==> src/rtl/core/pct_pkg.sv <==
`timescale 1ns / 1ps
`default_nettype none
// ----------------------------------------------------------------------------
// pct_pkg: shared types and constants of the periodic compare timer
// Register map codes, field widths and the configuration bundle that the
// register block hands to the timer datapath.
// ----------------------------------------------------------------------------
package pct_pkg;

    localparam int CHANNELS      = 4;
    localparam int COUNT_BITS    = 16;
    localparam int PRESCALE_BITS = 16;
    localparam int PERIOD_BITS   = 16;

    // APB register file
    localparam int ADDR_BITS = 5;
    localparam int DATA_BITS = 32;
    localparam int IDX_BITS  = 3;

    localparam logic [IDX_BITS-1:0] REG_PRESCALE = 3'd0;
    localparam logic [IDX_BITS-1:0] REG_PERIOD0  = 3'd1;
    localparam logic [IDX_BITS-1:0] REG_ENABLE   = 3'd5;

    localparam logic [PERIOD_BITS-1:0]   PERIOD_RESET   = 16'hffff;
    localparam logic [PRESCALE_BITS-1:0] PRESCALE_RESET = '0;

    // stream payload widths, padded to whole bytes
    localparam int S_DATA_BITS = 8;
    localparam int M_DATA_BITS = 24;

    typedef struct packed {
        logic [PRESCALE_BITS-1:0]                prescale_limit;
        logic [CHANNELS-1:0][PERIOD_BITS-1:0]    period;
        logic [CHANNELS-1:0]                     enable;
    } cfg_t;

endpackage : pct_pkg
`default_nettype wire

==> src/rtl/core/periodic_compare_timer_four_channel.sv <==
`timescale 1ns / 1ps
`default_nettype none
// ----------------------------------------------------------------------------
// periodic_compare_timer_four_channel: prescaled 16-bit timer, four compares
//
//   channel  dir  payload                                    handshake
//   s_       in   tdata[0] tick, tdata[1] restart            tvalid/tready
//   m_       out  tdata[3:0] fire_mask, [19:4] count_value   tvalid/tready
//   apb      in   prescale, period0..3, enable at 4*i        psel/penable
//
// One item per cycle sustained while m_tready stays high; an item passes the input register, then
// the compare/advance logic into the result register.
// The counter, prescaler and match points update in the same edge that
// loads the result register, so consecutive items see each other's state.
// Reset (aresetn low, synchronous) clears counters, loads match points
// with 0xffff and restores the register defaults.
// A stalled output holds the result; one more item waits in the input stage.
// ----------------------------------------------------------------------------
module periodic_compare_timer_four_channel (
    input  wire logic                            aclk,
    input  wire logic                            aresetn,
    // tick (bit 0), restart (bit 1), zero padding
    input  wire logic [pct_pkg::S_DATA_BITS-1:0] s_tdata,
    input  wire logic                            s_tvalid,
    output logic                                 s_tready,
    // fire_mask (bits 3:0), count_value (bits 19:4), zero padding
    output logic      [pct_pkg::M_DATA_BITS-1:0] m_tdata,
    output logic                                 m_tvalid,
    input  wire logic                            m_tready,
    input  wire logic                            psel,
    input  wire logic                            penable,
    input  wire logic                            pwrite,
    input  wire logic [pct_pkg::ADDR_BITS-1:0]   paddr,
    input  wire logic [pct_pkg::DATA_BITS-1:0]   pwdata,
    output logic      [pct_pkg::DATA_BITS-1:0]   prdata,
    output logic                                 pready
);
    import pct_pkg::*;

    cfg_t cfg;

    logic                     in_vld_reg, in_vld_next;
    logic                     in_tick_reg;
    logic                     in_restart_reg;
    logic                     out_vld_reg, out_vld_next;
    logic [CHANNELS-1:0]      out_fire_reg;
    logic [COUNT_BITS-1:0]    out_count_reg;
    logic [PRESCALE_BITS-1:0] pcount_reg, pcount_next;
    logic [COUNT_BITS-1:0]    count_reg, count_next, count_inc;
    logic [CHANNELS-1:0][COUNT_BITS-1:0] match_reg, match_next;
    logic [CHANNELS-1:0]      fire_next;
    logic                     out_free;
    logic                     step;
    logic                     advance;
    logic                     s_accept;

    pct_regs u_regs (
        .aclk    (aclk),
        .aresetn (aresetn),
        .psel    (psel),
        .penable (penable),
        .pwrite  (pwrite),
        .paddr   (paddr),
        .pwdata  (pwdata),
        .prdata  (prdata),
        .pready  (pready),
        .cfg     (cfg)
    );

    assign out_free = !out_vld_reg || m_tready;
    assign step     = in_vld_reg && out_free;
    assign s_tready = !in_vld_reg || out_free;
    assign s_accept = s_tvalid && s_tready;

    assign in_vld_next  = s_accept ? 1'b1 : (step ? 1'b0 : in_vld_reg);
    assign out_vld_next = step ? 1'b1 : (m_tready ? 1'b0 : out_vld_reg);

    // a prescaler count above a lowered limit counts as reaching it
    assign advance   = in_tick_reg && !in_restart_reg && (pcount_reg >= cfg.prescale_limit);
    assign count_inc = count_reg + COUNT_BITS'(1);

    always_comb begin
        pcount_next = pcount_reg;
        count_next  = count_reg;
        match_next  = match_reg;
        fire_next   = '0;
        if (in_restart_reg) begin
            pcount_next = '0;
            count_next  = '0;
            for (int k = 0; k < CHANNELS; k++) begin
                match_next[k] = COUNT_BITS'(cfg.period[k]);
            end
        end else if (advance) begin
            pcount_next = '0;
            count_next  = count_inc;
            for (int k = 0; k < CHANNELS; k++) begin
                if (cfg.enable[k] && (match_reg[k] == count_inc)) begin
                    fire_next[k]  = 1'b1;
                    match_next[k] = match_reg[k] + COUNT_BITS'(cfg.period[k]);
                end
            end
        end else if (in_tick_reg) begin
            pcount_next = pcount_reg + PRESCALE_BITS'(1);
        end
    end

    always_ff @(posedge aclk) begin
        if (!aresetn) begin
            in_vld_reg  <= 1'b0;
            out_vld_reg <= 1'b0;
            pcount_reg  <= '0;
            count_reg   <= '0;
            for (int k = 0; k < CHANNELS; k++) begin
                match_reg[k] <= COUNT_BITS'(PERIOD_RESET);
            end
        end else begin
            in_vld_reg  <= in_vld_next;
            out_vld_reg <= out_vld_next;
            if (step) begin
                pcount_reg <= pcount_next;
                count_reg  <= count_next;
                match_reg  <= match_next;
            end
        end
    end

    // payload registers
    always_ff @(posedge aclk) begin
        if (s_accept) begin
            in_tick_reg    <= s_tdata[0];
            in_restart_reg <= s_tdata[1];
        end
        if (step) begin
            out_fire_reg  <= fire_next;
            out_count_reg <= count_next;
        end
    end

    assign m_tvalid = out_vld_reg;
    assign m_tdata  = M_DATA_BITS'({out_count_reg, out_fire_reg});

`ifndef NO_ASSERTIONS
    a_restart_quiet: assert property (@(posedge aclk) disable iff (!aresetn)
        step && in_restart_reg |=> out_fire_reg == '0 && out_count_reg == '0)
        else $error("restart item produced a fire or nonzero count");

    a_fire_needs_advance: assert property (@(posedge aclk) disable iff (!aresetn)
        step && !advance |=> out_fire_reg == '0)
        else $error("channel fired without a counter advance");

    a_fire_enabled_only: assert property (@(posedge aclk) disable iff (!aresetn)
        step |-> (fire_next & ~cfg.enable) == '0)
        else $error("disabled channel fired");

    a_advance_increments: assert property (@(posedge aclk) disable iff (!aresetn)
        step && advance |=> out_count_reg == COUNT_BITS'($past(count_reg) + 1'b1))
        else $error("counter did not step by one on advance");
`endif

endmodule : periodic_compare_timer_four_channel
`default_nettype wire

==> src/rtl/core/pct_regs.sv <==
`timescale 1ns / 1ps
`default_nettype none
// ----------------------------------------------------------------------------
// pct_regs: APB configuration registers
// Prescale limit, one period per channel and the channel enable mask.
// Writes land on the access cycle; reads return the stored value.
// ----------------------------------------------------------------------------
module pct_regs (
    input  wire logic                          aclk,
    input  wire logic                          aresetn,
    input  wire logic                          psel,
    input  wire logic                          penable,
    input  wire logic                          pwrite,
    input  wire logic [pct_pkg::ADDR_BITS-1:0] paddr,
    input  wire logic [pct_pkg::DATA_BITS-1:0] pwdata,
    output logic      [pct_pkg::DATA_BITS-1:0] prdata,
    output logic                               pready,
    output pct_pkg::cfg_t                      cfg
);
    import pct_pkg::*;

    cfg_t                cfg_reg;
    cfg_t                cfg_next;
    logic                wr_en;
    logic [IDX_BITS-1:0] reg_idx;

    assign pready  = 1'b1;
    assign wr_en   = psel && penable && pwrite && pready;
    assign reg_idx = paddr[ADDR_BITS-1:2];
    assign cfg     = cfg_reg;

    always_comb begin
        cfg_next = cfg_reg;
        if (wr_en) begin
            case (reg_idx)
                REG_PRESCALE: cfg_next.prescale_limit = pwdata[PRESCALE_BITS-1:0];
                REG_ENABLE:   cfg_next.enable         = pwdata[CHANNELS-1:0];
                default: begin
                    // period registers; unmapped indexes fall through untouched
                    for (int k = 0; k < CHANNELS; k++) begin
                        if (reg_idx == REG_PERIOD0 + IDX_BITS'(k)) begin
                            cfg_next.period[k] = pwdata[PERIOD_BITS-1:0];
                        end
                    end
                end
            endcase
        end
    end

    always_comb begin
        prdata = '0;
        case (reg_idx)
            REG_PRESCALE: prdata = DATA_BITS'(cfg_reg.prescale_limit);
            REG_ENABLE:   prdata = DATA_BITS'(cfg_reg.enable);
            default: begin
                for (int k = 0; k < CHANNELS; k++) begin
                    if (reg_idx == REG_PERIOD0 + IDX_BITS'(k)) begin
                        prdata = DATA_BITS'(cfg_reg.period[k]);
                    end
                end
            end
        endcase
    end

    always_ff @(posedge aclk) begin
        if (!aresetn) begin
            cfg_reg.prescale_limit <= PRESCALE_RESET;
            cfg_reg.enable         <= '0;
            for (int k = 0; k < CHANNELS; k++) begin
                cfg_reg.period[k] <= PERIOD_RESET;
            end
        end else begin
            cfg_reg <= cfg_next;
        end
    end

endmodule : pct_regs
`default_nettype wire

==> config.mk <==
export PLATFORM = sky130hd
export DESIGN_NAME = periodic_compare_timer_four_channel
export DESIGN_NICKNAME = d
export VERILOG_FILES = /design/src/rtl/core/pct_pkg.sv /design/src/rtl/core/periodic_compare_timer_four_channel.sv /design/src/rtl/core/pct_regs.sv
export SDC_FILE = /design/constraint.sdc
export NUM_CORES = 1
export LEC_CHECK = 0
export BUFFER_PORTS_ARGS = -buffer_cell sky130_fd_sc_hd__buf_2
export CELL_PAD_IN_SITES_DETAIL_PLACEMENT = 1
export CELL_PAD_IN_SITES_GLOBAL_PLACEMENT = 2
export CORE_ASPECT_RATIO = 0.8
export CORE_MARGIN = 1
export CORE_UTILIZATION = 38
export DETAILED_ROUTE_END_ITERATION = 6
export PLACE_DENSITY = 0.86
export SYNTH_ARGS = -nofsm -noshare
export SYNTH_HDL_FRONTEND = slang
export SYNTH_HIERARCHICAL = 1
export SYNTH_SLANG_ARGS = --single-unit
==> constraint.sdc <==
create_clock -name aclk -period 3.81 [get_ports aclk]
set_input_delay 1.143 -clock aclk [delete_from_list [all_inputs] [get_ports aclk]]
set_output_delay 1.143 -clock aclk [all_outputs]
set_load 0.05 [all_outputs]
After elaboration in Yosys (flattened, before gate mapping)
Index checks and enable logic that the tools add are counted.
Storage, ports and cells
  register bits after elaboration: 204
  bits in latches: 0
  RAM bits: 0
  memory bits (read-only): 0
  bits of input ports: 52
  output and inout bits: 59
  logic and storage cells: 97
  memories kept: 0
Operators by class
  add/sub/neg operators: 6
  $mul: 0
  div/mod/pow operators: 0
  $lt $le $gt $ge: 1
  equality and inequality tests: 9
  shifts and indexed selects: 0
  muxes and demuxes: 24
  bitwise operators: 2
  reductions and logical operators: 37
Operator list (count)
  2-to-1 mux 16 bit: 13
  2-to-1 mux 64 bit: 2
  adder 16 bit: 4
  equality test 16 bit: 4
  one-hot mux 32 bit (2 select lines): 1
  adder 16 x 1 -> 16 bit (second input constant): 2
  AND reduction 3 bit: 8
  >= comparator 16 bit: 1
  nonzero test 2 bit: 7
  logical AND 1 bit: 10
  2-to-1 mux 1 bit: 8
  equality test 3 x 2 -> 1 bit (second input constant): 2
  equality test 3 bit (second input constant): 2
  AND reduction 2 bit: 3
  OR reduction 2 bit: 2
  equality test 3 x 1 -> 1 bit (second input constant): 1
  logical NOT 1 bit: 3
  logical NOT 3 bit: 1
  nonzero test 3 bit: 1
  logical OR 1 bit: 2
  inverter 1 bit: 2

Logic depth before layout (Yosys ltp)
Gate-level depths: netlist of the first run.
  depth in word-level cells: 6
  depth in mapped cells: 12
  mapped depth without buffers: 11

Modules after synthesis
Netlist of the first run, hierarchy kept.
By module, submodules not included
  periodic_compare_timer_four_channel: times used 1, cells each 1303, area each 10730.3 sq um
  pct_regs: times used 1, cells each 464, area each 4125.2 sq um

Worst setup path after synthesis of the first run
No wires, ideal clock.
  path type: input -> output
  from: in paddr[2] (netlist bit)
  to: out prdata[13] (netlist bit)
  arrival time: 2.920 ns
  required time: 2.667 ns
  slack: -0.253 ns
  stages: 5
  buffers on the path: 3
  cells stage by stage: buf_2 buf_4 buf_2 mux2i_1 o21ai_0
On the way
  cells in the longest elaborated chain, start to end: 6
  elaborated cells on any way between the ends: 11
Ends and longest elaborated chain
  start: declaration: RTL line periodic_compare_timer_four_channel.sv:33  | input wire logic [pct_pkg::ADDR_BITS-1:0] paddr,
  equality test 3 x 1 -> 1 bit: RTL line pct_regs.sv:57  | if (reg_idx == REG_PERIOD0 + IDX_BITS'(k)) begin
  2-to-1 mux 16 bit (4 in series): RTL line pct_regs.sv:57
  one-hot mux 32 bit (2 select lines) *: RTL line pct_regs.sv:52  | case (reg_idx)
  end: declaration: RTL line periodic_compare_timer_four_channel.sv:35  | output logic [pct_pkg::DATA_BITS-1:0] prdata,
Every way passes the cells marked *; elsewhere a longest branch is shown, timed or not.

Final worst setup path of the first run
  from: in paddr[4] (netlist bit)
  to: out prdata[12] (netlist bit)
Same word-level chain as after synthesis.

==> summary.md, run 1 <==
| Metric | Value |
|---|---|
| Ys flop type | `dfxtp_1` |
| Number of setup buffers added after CTS | `0` |
| I/O pin count | `111` |
| Worst VDD drop | `0.327 mV` |
| Worst hold path cell count | `2` |
| CP cell instances | `buf_2 > or2_2 > o221ai_1 > buf_4 > buf_12` |
| Max-cap violations | `0` |
| Reg2reg setup slack | `0.19 ns` |
| Max frequency | `275 MHz` |
| Worst path top cell family by delay | `buffers and inverters` |
| Fin. max-slew vios | `0` |
| Global-route wire length before repair | `87,200 um` |
| PD cells | `346 mW/mm^2` |
| TritonRoute pass-1 iters | `5` |
| CTS Buf Count | `25` |
| Sum of negative setup slack | `0 ns` |
| TritonCTS clock tree | `done` |
| Sequential-to-total area share from yosys stat | `29.0%` |
| Yosys reg bits | `204` |
| Initial Util | `38.7%` |
| P_leak | `6.59 nW` |
| Die area | `0.0399 sq mm` |
| Synth Warn # | `6` |
| Initial antenna violation count | `1` |
| GP Congestion | `0.975` |
| Layout Skew | `0.0143 ns` |
| Final setup viols | `0` |
| Vias in the first global route | `14,235` |
| Most common cell after layout, fill and taps aside | `dfxtp_1` |
| Relative slew margins | `45.6%` |
| RSZ-0062 raised after global routing | `no` |
| Share of layout cells above drive strength 1 | `13.4%` |
| Netlist cell types | `93` |
| Critical-path maximum fanout | `11` |
| Maximum number of pins on one net before global-route repair | `59` |
| Wirelength per Cell | `24.8 um` |
| Htree depth | `1` |
| Worst hold path type | `register to register` |
| Tmin final | `3.64 ns` |
| Post-layout net count | `1,963` |
| Post-synth EDFFs | `22` |
| Number of flip-flops in the largest register | `84` |
| WP buf/inv | `3` |
| Critical path type | `input port to output pin` |
| Reg2reg end | `match_reg[61]` |
| Die width | `223 um` |
| CTS Sinks | `204` |
| Hold Vio Cnt, Final | `0` |
| Layout area overhead | `13.3%` |
| Setup crit end kind | `output pin` |
| Async set or reset register ratio after synthesis | `0%` |
| Vias per inst | `6.14` |
| Slowest CP cell | `o221ai_1` |
| Most frequent cells in the layout | `182 x dfxtp_1, 137 x nand2_1, 127 x nor2_1` |
| Clock Pin Slew Worst Setup and Hold Paths | `0.06 ns` |
| WP data arrival | `2.50 ns` |
| CP Launch Type | `input port` |
| Clk buf depth | `3` |
| Core area | `0.0384 sq mm` |
| Place WS | `0.164 ns` |
| Clock Latency Late Sink | `0.57 ns` |
| Critical path's largest stage delay | `0.45 ns` |
| Total wire length | `58,100 um` |
| Worst Hold End | `u_regs/cfg[70]` |
| Slew @ Worst Pin | `0.815 ns` |
| Detailed-route via count | `14,379` |
| Instance count of the mapped netlist | `1,767` |
| Clk root buf | `clkbuf_16` |
| Origin of the critical flop-to-flop path | `count_reg[2]` |
| Status | `completed` |
| Worst Slack Setup Final | `0.168 ns` |
| Worst Path Required | `2.67 ns` |
| Die Height | `179 um` |
| Overflow after GRT | `0` |
| Gr usage total | `28.9%` |
| DRC violations left | `0` |
| Avg Synthesized Cell Area | `8.41 sq um` |
| First DRT Iteration DRCs | `1,469` |
| Hold wc startpoint | `u_regs/cfg[70]` |
| Routed Antenna Nets | `0` |
| HPWL after DPL | `44,200 um` |
| Reg2Reg Depth | `8` |
| Buffers on Ports | `65` |
| Period utilization | `95.6%` |
| Rows | `64` |
| Mapped Area | `0.0149 sq mm` |
## cell families (layout without fill, tap and decap cells)
logic type	count (synthesis)	after routing	synth area share [%]
xor gates and xnor gates	133	133	10.1
buffers and inverters	213	275	6.59
AOI/OAI and AO/OA	487	487	22.1
other	3	22	0.0758
adders and majority gates	82	82	7.11
DFF	204	204	29.0
muxes	76	76	5.16
and+or+nand+nor	569	569	19.9
## power breakdown
part	leakage, nW	internal, mW	total [mW]	switching (mW)
sequential	1.68	2.22	2.28	0.0636
combinational	4.49	0.294	0.916	0.622
clock	0.427	1.56	2.63	1.07
total	6.59	4.08	5.83	1.75
## area by class of cell
cell class              instances  area, sq um
diodes                          1         2.50
inverters                      73          274
fillers                      4549        21500
clock buffers                  35          703
flip-flops and latches        204         4300
well taps                     495          619
multi-input cells            1368         9680
clock inverters                10          169
repair buffers                157         1070
## tightest hold or removal path, stage by stage (launching register included)
cell and delay (ns):
dfxtp_1 0.34, nand2_1 0.07, mux2i_1 0.05
## per-stage QoR
stage	total power, mW	utilization, %	cell area, sq um	hold slack [ns]	std cells
after floorplan	2.96	-	14900	0.445	1785
after global placement	3.20	41.6	15900	0.482	2297
after detailed placement	3.22	41.6	15900	0.499	2297
after CTS	5.85	43.8	16800	0.508	2342
after global routing	6.00	43.9	16800	0.527	2342
final	5.83	43.9	16800	0.507	2343
## layer usage
layer / track usage, % / share of wire (%) / up-vias
li1: - / - / 6575
met1: 40.4 / 45 / 7185
met2: 44.6 / 43 / 534
met3: 5.24 / 8.0 / 85
met4: 9.89 / 3.3 / 0
met5: 0 / 0 / -
## cell usage after synthesis, types with 8 or more instances
master	n	area (sq um)
xnor3_1	23	518
a21oi_1	85	425
o211ai_1	83	623
o21a_1	9	67.6
nand3_1	68	340
buf_2	20	100
edfxtp_1	22	661
nor4_1	14	87.6
xnor2_1	62	543
or3_1	29	181
nand4_1	30	188
xor2_1	46	403
o21ai_1	49	245
o221ai_1	10	87.6
a211oi_1	20	150
and3_1	12	75.1
buf_4	33	248
and2_1	10	62.6
nor3_1	41	205
o31ai_1	30	225
o21ai_0	87	435
mux2i_1	71	711
dfxtp_1	182	3640
clkbuf_1	76	285
nand2_1	137	514
nor2_1	127	477
a2111oi_0	9	78.8
ha_1	78	976
a31oi_1	8	50.1
nand2b_1	13	81.3
inv_1	69	259
a21o_1	15	113
nor2b_1	31	194
## worst max-delay path by stage
stage,startpoint,endpoint,depth (start not counted)
after floorplan,paddr[2],prdata[12],5
after global placement,paddr[4],prdata[12],5
after detailed placement,count_reg[1],match_reg[61],9
after CTS,count_reg[1],match_reg[30],9
after global routing,count_reg[2],match_reg[37],8
final,paddr[4],prdata[12],5
## repair_timing
action / in CTS / in global routing
hold buffers: 0 / 0
resized for setup: 0 / 2
setup endpoints to repair: 0 / 3
No activity file was read; power rests on OpenSTA's default activity.
==> run 2, diff against run 1 <==
HOLD_SLACK_MARGIN = 0.06   (was unset)
RECOVER_POWER = 100   (was unset)
SETUP_SLACK_MARGIN = 0.4   (was unset)
==> run 2 against run 1 <==
Net effect: register-to-register slack improved by 0.15 ns; utilization increased by 1.3 points; power up 0.50%; final area increased by 2.9%; critical path type unchanged; highest routed layer unchanged.
==> summary.md, run 2 (synthesis results as in run 1) <==
| Metric | Value |
|---|---|
| Clock Latency Late Sink | `0.56 ns` |
| Layout area overhead | `16.6%` |
| Vias per inst | `6.06` |
| Wirelength per Cell | `24.8 um` |
| TritonRoute pass-1 iters | `5` |
| Sum of negative setup slack | `0 ns` |
| RSZ-0062 raised after global routing | `yes` |
| Post-layout net count | `1,984` |
| Most common cell after layout, fill and taps aside | `dfxtp_1` |
| Core area | `0.0384 sq mm` |
| Total wire length | `58,700 um` |
| Period utilization | `93.8%` |
| Die Height | `179 um` |
| Slew @ Worst Pin | `1.48 ns` |
| Ant diodes | `0` |
| Buffers on Ports | `65` |
| P_leak | `6.75 nW` |
| Critical-path maximum fanout | `15` |
| I/O pin count | `111` |
| Critical path type | `input port to output pin` |
| Global-route wire length before repair | `87,700 um` |
| Slowest CP cell | `clkbuf_2` |
| Worst Path Required | `2.67 ns` |
| TritonCTS clock tree | `done` |
| Status | `completed` |
| Detailed-route via count | `14,319` |
| Layout Skew | `0.0129 ns` |
| Die area | `0.0399 sq mm` |
| Maximum number of pins on one net before global-route repair | `77` |
| Worst hold path type | `register to register` |
| HPWL after DPL | `44,100 um` |
| Vias in the first global route | `14,260` |
| Placed Instances | `2,303` |
| CTS Buf Count | `25` |
| Placed cell area | `0.0162 sq mm` |
| DRC violations left | `0` |
| PD cells | `338 mW/mm^2` |
| Relative slew margins | `1.40%` |
| Gr usage total | `29.2%` |
| First DRT Iteration DRCs | `1,115` |
| Tmin final | `3.57 ns` |
| Max-cap violations | `0` |
| Final std cells w/o fill | `2,364` |
| Number of flip-flops in the largest register | `84` |
| Critical path's largest stage delay | `0.28 ns` |
| CTS Sinks | `204` |
| Clk buf depth | `3` |
| WP data arrival | `2.43 ns` |
| Routed Antenna Nets | `0` |
| Clock Pin Slew Worst Setup and Hold Paths | `0.06 ns` |
| Multi-input gate area | `0.00998 sq mm` |
| Final setup viols | `0` |
| Fin. max-slew vios | `0` |
| GP Congestion | `0.958` |
| Htree depth | `1` |
| WP buf/inv | `3` |
| CP cell instances | `clkbuf_1 > buf_4 > nor2b_4 > o2bb2ai_1 > o21a_2 > clkbuf_2` |
| Most frequent cells in the layout | `177 x dfxtp_1, 137 x nand2_1, 126 x nor2_1` |
| Initial antenna violation count | `0` |
| Rows | `64` |
| Max frequency | `280 MHz` |
| Reg area | `0.00431 sq mm` |
| Clk root buf | `clkbuf_16` |
| Design area | `0.0173 sq mm` |
| Overflow after GRT | `0` |
| CP Launch Type | `input port` |
| Share of layout cells above drive strength 1 | `14.5%` |
| Setup crit end kind | `output pin` |
| Worst VDD drop | `0.332 mV` |
| Worst path top cell family by delay | `buffers and inverters` |
| Die width | `223 um` |
| FILL cells | `4,496` |
| Hold Vio Cnt, Final | `0` |
| Initial Util | `38.7%` |
-- run 2: changes by cell type in the layout (fill, tap and decap cells not counted), sizes merged --
| cell | previous run | this run |
|---|---|---|
| buf | 157 | 131 |
| diode | 1 | 0 |
| bufinv | 4 | 3 |
| dlymetal6s2s | 0 | 1 |
| inv | 73 | 75 |
| clkbuf | 35 | 82 |
| clkinv | 5 | 4 |
-- run 2: worst paths after layout --
| kind | startpoint | end | slack (ns) | depth (start not counted) |
|---|---|---|---|---|
| worst max-delay path | paddr[4] | prdata[15] | 0.24 | 6 |
| worst min register to register | u_regs/cfg[70] | u_regs/cfg[70] | 0.49 | 2 |
| worst max register to register | count_reg[0] | match_reg[49] | 0.34 | 12 |
| worst min-delay path | u_regs/cfg[70] | u_regs/cfg[70] | 0.49 | 2 |
-- run 2: cell type report --
cell class	instances	area share [%]
Tap cell	495	3.58
Sequential cell	204	24.9
Multi-Input combinational cell	1368	57.6
Inverter	73	1.58
Clock inverter	10	0.809
Clock buffer	36	4.26
Timing Repair Buffer	178	7.26
-- run 2: worst register-to-register path, delay by kind of cell, from the launching register on --
kind | cells | cell delay (ns)
AO/OA/AOI/OAI | 4 | 1.18
buffers and inverters | 3 | 0.69
AND/OR/NAND/NOR | 3 | 0.67
flip-flops | 1 | 0.40
adder cells (fa/ha/maj) | 1 | 0.23
XOR/XNOR | 1 | 0.09
-- run 2: repair_timing --
item,in CTS,in global routing
gates cloned,2,0
buffers inserted,1,12
pin swaps,1,5
gates resized for setup,44,38
hold buffers,0,0
endpoints found under the setup margin,54,42
-- run 2: power by group --
part,switching [mW],internal (mW)
Sequential,0.0657,2.22
Clock,1.07,1.55
Combinational,0.635,0.315
-- run 2: through the flow --
stage	power, mW	utilization, %	setup WS (ns)	hold WS [ns]
floorplan	2.98	-	0.335	0.445
global placement	3.23	42.2	0.188	0.475
detailed placement	3.25	42.2	0.118	0.478
CTS	5.89	45.0	0.399	0.494
global route	6.04	45.1	0.196	0.533
finish	5.86	45.1	0.237	0.495
-- run 2: layer usage --
layer	GRT usage [%]	part of all wire, %	up-vias
li1	-	-	6645
met1	39.0	45	7122
met2	46.1	43	464
met3	8.16	9.0	88
met4	7.93	2.7	0
met5	0	0	-
==> run 3, diff against run 2 <==
MAX_ROUTING_LAYER = met4   (was unset)
==> run 3 against run 2 <==
Net effect: non-clock buffer count shrank 2; clock skew is 0.0069 ns higher; final cell count fell by 0.13%; count of clock-buffer cells in the layout grew 1; sequential share of layout area rose by 0.10 points; register-to-register slack got worse by 0.06 ns; final area down 0.26%; critical endpoint is now prdata[13].
==> summary.md, run 3 (synthesis results as in run 1) <==
| Metric | Value |
|---|---|
| Worst Slack Setup Final | `0.252 ns` |
| Routed Antenna Nets | `0` |
| Wirelength per Cell | `25.0 um` |
| Share of layout cells above drive strength 1 | `14.0%` |
| Most common cell after layout, fill and taps aside | `dfxtp_1` |
| Worst hold path cell count | `2` |
| I/O pin count | `111` |
| Clk buf depth | `3` |
| Worst hold path type | `register to register` |
| Tmin final | `3.56 ns` |
| Die width | `223 um` |
| Clk root buf | `clkbuf_16` |
| Reg2reg setup slack | `0.28 ns` |
| Internal | `3.91 mW` |
| Post-layout net count | `1,982` |
| Comb power frac | `17.3%` |
| Final setup viols | `0` |
| Critical Path Start | `paddr[4]` |
| Overflow after GRT | `0` |
| WP data arrival | `2.42 ns` |
| Grt met2 use | `44.1%` |
| Max-cap violations | `0` |
| Grt peak-use layer | `met2` |
| FILL cells | `4,476` |
| Most frequent cells in the layout | `176 x dfxtp_1, 137 x nand2_1, 127 x nor2_1` |
| Layout Skew | `0.0198 ns` |
| Hold wc startpoint | `pcount_reg[0]` |
| Number of flip-flops in the largest register | `84` |
| First DRT Iteration DRCs | `1,115` |
| Initial Util | `38.7%` |
| Setup crit end kind | `output pin` |
| DRC violations left | `0` |
| Critical path type | `input port to output pin` |
| Core area | `0.0384 sq mm` |
| PD cells | `326 mW/mm^2` |
| Total power | `5.64 mW` |
| Design area | `0.0173 sq mm` |
| HPWL after DPL | `44,600 um` |
| Maximum number of pins on one net before global-route repair | `78` |
| Placed Instances | `2,306` |
| Worst Hold End | `pcount_reg[0]` |
| Initial antenna violation count | `0` |
| Worst VDD drop | `0.360 mV` |
| Critical-path maximum fanout | `15` |
| TritonRoute pass-1 iters | `5` |
| TritonCTS clock tree | `done` |
| Reg2reg end | `match_reg[28]` |
| Die area | `0.0399 sq mm` |
| Buffers on Ports | `65` |
| Met3 Track Usage GR | `7.74%` |
| CTS Sinks | `204` |
| CTS Hold Buffers Added | `0` |
| M1 GR Usage | `39.6%` |
| Fin. max-slew vios | `0` |
| Htree depth | `1` |
| GP Congestion | `0.941` |
| Vias in the first global route | `14,270` |
| Ant diodes | `0` |
| Final std cells w/o fill | `2,361` |
| Global-route wire length before repair | `87,900 um` |
| Sw Pwr | `1.73 mW` |
| Layout area overhead | `16.3%` |
| Max frequency | `281 MHz` |
| Placed cell area | `0.0162 sq mm` |
| Clock Latency Late Sink | `0.56 ns` |
| Sw Share | `30.7%` |
| Origin of the critical flop-to-flop path | `count_reg[0]` |
| Reg2Reg Depth | `10` |
| Relative slew margins | `1.88%` |
| Gr usage total | `30.0%` |
| Slew @ Worst Pin | `1.47 ns` |
| Clock Pin Slew Worst Setup and Hold Paths | `0.06 ns` |
| Period utilization | `93.4%` |
| CP Launch Type | `input port` |
| Worst Path Required | `2.67 ns` |
| Hold Vio Cnt, Final | `0` |
| Rows | `64` |
| RSZ-0062 raised after global routing | `yes` |
| Total wire length | `58,900 um` |
| Clk pwr share | `42.2%` |
| Detailed-route via count | `14,377` |
| P_leak | `6.72 nW` |
| Sequential power share | `40.5%` |
| Vias per inst | `6.09` |
| Die Height | `179 um` |
| CTS Buf Count | `25` |
| Status | `completed` |
| Place WS | `-0.0523 ns` |
[run 3: cell count changes in the layout (fill, tap and decap cells not counted), sizes merged, moves of 2 or more]
cell	before	now
clkbuf	82	72
clkinv	4	7
buf	131	138
bufbuf	0	3
inv	75	72
bufinv	3	1
[run 3: power by group through the flow]
stage	Sequential (mW)	Clock [mW]	Combinational, mW
floorplan	2.33	0	0.651
global placement	2.33	0	0.902
detailed placement	2.33	0	0.925
CTS	2.28	2.41	0.962
global route	2.29	2.50	1.04
finish	2.28	2.38	0.974
[run 3: area by class of cell]
class / count / area, sq um / share of cell area [%]
Tap cell: 495 / 619 / 3.59
Clock buffer: 37 / 711 / 4.11
Timing Repair Buffer: 176 / 1320 / 7.66
Inverter: 73 / 277 / 1.60
Sequential cell: 204 / 4320 / 25.0
Clock inverter: 8 / 71.3 / 0.413
Multi-Input combinational cell: 1368 / 9950 / 57.6
[run 3: how the worst max path moves through the flow]
stage / endpoint / slack [ns] / cells after the start
final: prdata[13] / 0.25 / 6
after global routing: match_reg[54] / 0.20 / 9
after CTS: prdata[0] / 0.37 / 6
after detailed placement: match_reg[35] / -0.05 / 8
after global placement: match_reg[35] / 0.15 / 8
after floorplan: prdata[13] / 0.33 / 5
[run 3: repair_timing]
item	in CTS	in global routing
buffers inserted	1	5
gates cloned	3	1
setup endpoints to repair	75	50
gates resized for setup	39	32
pin swaps	0	2
[run 3: metrics by stage]
stage	setup TNS, ns	hold slack, ns	util (%)
after detailed placement	-0.0523	0.507	42.2
final	0	0.511	45.0
after floorplan	0	0.445	-
after global placement	0	0.484	42.2
after global routing	0	0.523	45.0
after CTS	0	0.516	44.9
[run 3: critical path, stage by stage]
cell and delay [ns]:
clkbuf_1 0.29, buf_6 0.22, nor2b_2 0.21, a32oi_1 0.14, o21ai_2 0.11, clkbuf_2 0.30
[run 3: routing by layer]
metal	vias up	routed length, um
li1	6622	-
met1	7151	26200
met2	507	25200
met3	97	5500
met4	0	2070
met5	-	0
